File: src/rtl/spc_adder.sv
// Shared address adder used by the fill, clear, square, increment and count steps of the sequencer.
`default_nettype none
module spc_adder #(
  parameter int W = 15
) (
  input  logic [W-1:0] a,
  input  logic [W-1:0] b,
  output logic [W-1:0] sum
);

  assign sum = a + b;

endmodule
`default_nettype wire

File: config.mk
export PLATFORM = sky130hd
export DESIGN_NAME = spc_adder
export DESIGN_NICKNAME = d
export VERILOG_FILES = /design/src/rtl/spc_adder.sv
export SDC_FILE = /design/constraint.sdc
export NUM_CORES = 1
export LEC_CHECK = 0
export BUFFER_PORTS_ARGS = -buffer_cell sky130_fd_sc_hd__buf_2
export CAP_MARGIN = 20
export CORE_ASPECT_RATIO = 0.9
export CORE_MARGIN = 3
export CORE_UTILIZATION = 45
export DETAILED_ROUTE_END_ITERATION = 10
export PLACE_DENSITY_LB_ADDON = 0.12
export SLEW_MARGIN = 20
export SYNTH_ARGS = -nofsm -noshare
export SYNTH_HDL_FRONTEND = slang
export SYNTH_SLANG_ARGS = --single-unit
File: constraint.sdc
create_clock -name vclk -period 2.3
set_input_delay 0.23 -clock vclk [all_inputs]
set_output_delay 0.23 -clock vclk [all_outputs]
set_load 0.01 [all_outputs]
==> results.py <==
metrics = {
    "synthesis": {
        "synth_nets": 131,
        "synth_top_cells_by_area": "ha_1, xnor2_1, nor2_1",
        "synth_top_area_frac": 0.2642,
        "synthCells": 86,
        "synth_area_per_cell_um2": 7.711,
        "ys_warn_count": 0,
        "yosysTopAreaCell": "ha_1",
        "ys_types": 30,
        "synth_area_um2": 663.1,
        "ys_seq_area_frac": 0,
    },
    "timing": {
        "fmax_mhz": 460.5,
        "tightest_slew_ns": 0.3708,
        "setup_viol": 0,
        "min_period_ns": 2.171,
        "slew_viol_final": 0,
        "rsz0062_at_grt": "false",
        "hold_viol": 0,
        "finalCritPeriodShare": 0.9441,
        "slew_headroom": 0.7496,
        "fin_setup_tns_ns": 0,
    },
    "floorplan": {
        "start_util": 0.5077,
        "die_y_um": 42.42,
        "core_area_um2": 1306,
        "die_w_um": 46.47,
        "die_area_um2": 1971,
        "num_rows": 12,
        "io_pins": 45,
    },
    "setup_path": {
        "path_delay_family": "compound AO/OA/AOI/OAI gates",
        "cp-start-kind": "input port",
        "slowest_delay_ns": 0.40,
        "worstPathRequired_ns": 2.07,
        "arrival_ns": 1.94,
        "critPathBufInv": 2,
        "crit_path_max_fanout": 4,
        "slowest_stage": "fa_1",
        "critical_path_class": "in -> out",
        "worstSetupEndpointType": "output pin",
        "path_cells": "buf_2 > ha_1 > fa_1 > a21oi_1 > o21ai_2 > o32ai_2 > o21bai_1 > xor2_1 > buf_2",
        "crit_top_cell": "buf_2",
    },
    "global_route": {
        "antenna_found_initial": 0,
        "grt_usage": 0.1764,
        "grt_overflow": 0,
        "grt_pass1_vias": 689,
        "grt_pass1_wl_mm": 2.815,
        "grt_max_degree": 8,
    },
    "layout": {
        "regArea_um2": 0,
        "nets": 178,
        "clkbuf_count": 0,
        "antenna_cells": 0,
        "drive_above_1_share": 0.4122,
        "flops_and_latches": 0,
        "syn2layout_area_growth_pct": 38.87,
    },
    "clock_tree": {
        "post_cts_resized": 0,
        "ctsHoldBuffers": 0,
        "cts_setup_buffers": 0,
    },
    "min_path": {
        "hold_path_class": "in -> out",
    },
    "power_and_ir_drop": {
        "swShare": 0.5248,
        "combPwrFrac": 1.000,
        "power.density_nw_per_um2": 327.3,
        "vdd_drop_max_uv": 169.9,
        "power_frac_clock": 0,
        "power.switching_w": 0.0001582,
        "seq_power_share": 0,
        "intPower_w": 0.0001432,
        "power.total_w": 0.0003014,
        "p_leak_nw": 0.5069,
    },
    "drt": {
        "wl_per_cell_um": 11.91,
        "vias": 793,
        "drc": 0,
        "totalWireLength_mm": 1.727,
        "via_per_inst": 5.469,
        "antenna_left": 0,
        "drtPass1Iterations": 4,
        "first_iter_violations": 12,
    },
    "run": {
        "drv_cap": 0,
    },
    "status": {
        "status": "finished clean",
    },
    "placed_design": {
        "portBuffers": 45,
        "dp_hpwl_mm": 1.501,
        "globalplace.congestion": 0.8182,
    },
}
==> worst min-delay path: stages <==
cell,delay (ns)
buf_2,0.08
ha_1,0.10
buf_2,0.12
==> placed cells by master (no fill, tap or decap), types with 2 or more instances in the layout <==
master	synthesis	routed
a21oi_1	5	5
xor2_1	3	3
inv_1	2	2
nand2_1	8	8
and3_1	4	4
a21o_1	4	4
a21oi_2	3	3
o211ai_1	2	2
buf_2	0	45
nor2_1	10	10
o21ai_0	2	2
ha_1	14	14
xnor2_1	8	8
o21ai_2	2	2
o21a_1	2	2
==> synthesized netlist by cell type (2+ instances only) <==
| cell | instances |
|---|---|
| ha_1 | 14 |
| nor2_1 | 10 |
| nand2_1 | 8 |
| xnor2_1 | 8 |
| a21oi_1 | 5 |
| a21o_1 | 4 |
| and3_1 | 4 |
| a21oi_2 | 3 |
| xor2_1 | 3 |
| inv_1 | 2 |
| o211ai_1 | 2 |
| o21a_1 | 2 |
| o21ai_0 | 2 |
| o21ai_2 | 2 |
| o41ai_1 | 2 |
==> per-layer routing <==
layer / part of all wire / track usage / up-vias
li1: - / - / 415
met1: 0.46 / 0.2581 / 353
met2: 0.46 / 0.2940 / 25
met3: 0.071 / 0.008584 / 0
met4: 0 / 0 / 0
met5: 0 / 0 / -
==> power groups by stage <==
stage          combinational [W]  sequential, W  clock (W)
2_1_floorplan           0.000196              0          0
3_3_place_gp            0.000289              0          0
3_5_place_dp            0.000295              0          0
4_1_cts                 0.000297              0          0
5_1_grt                 0.000335              0          0
6_report                0.000301              0          0
==> layout make-up <==
type / count / area [um^2]
Fill cell: 116 / 385.4
Timing Repair Buffer: 45 / 225.2
Multi-Input combinational cell: 84 / 670.6
Inverter: 2 / 7.507
Tap cell: 14 / 17.52
==> final timing paths <==
kind,from,end,cells after the start
setup / recovery,a[0],sum[12],9
hold / removal,b[0],sum[0],3
==> per-stage QoR <==
| stage | std cells | worst slack, ns | instance area, um^2 | utilization | hold slack, ns |
|---|---|---|---|---|---|
| floorplan | 86 | 0.3648 | 663.1 | - | 0.6001 |
| global placement | 145 | 0.1175 | 905.9 | 0.6935 | 0.7547 |
| detailed placement | 145 | 0.06274 | 905.9 | 0.6935 | 0.7549 |
| CTS | 145 | 0.06025 | 905.9 | 0.6935 | 0.7574 |
| global route | 145 | 0.003453 | 920.9 | 0.7050 | 0.7783 |
| finish | 145 | 0.1286 | 920.9 | 0.7050 | 0.7535 |
==> logic make-up after synthesis <==
kind of cell / synth area share
fa+ha+maj: 0.2943
compound gates: 0.3245
buf+inv: 0.01132
xor+xnor: 0.1453
mux: 0.01509
simple gates: 0.2094
No activity file was read; power rests on OpenSTA's default activity.
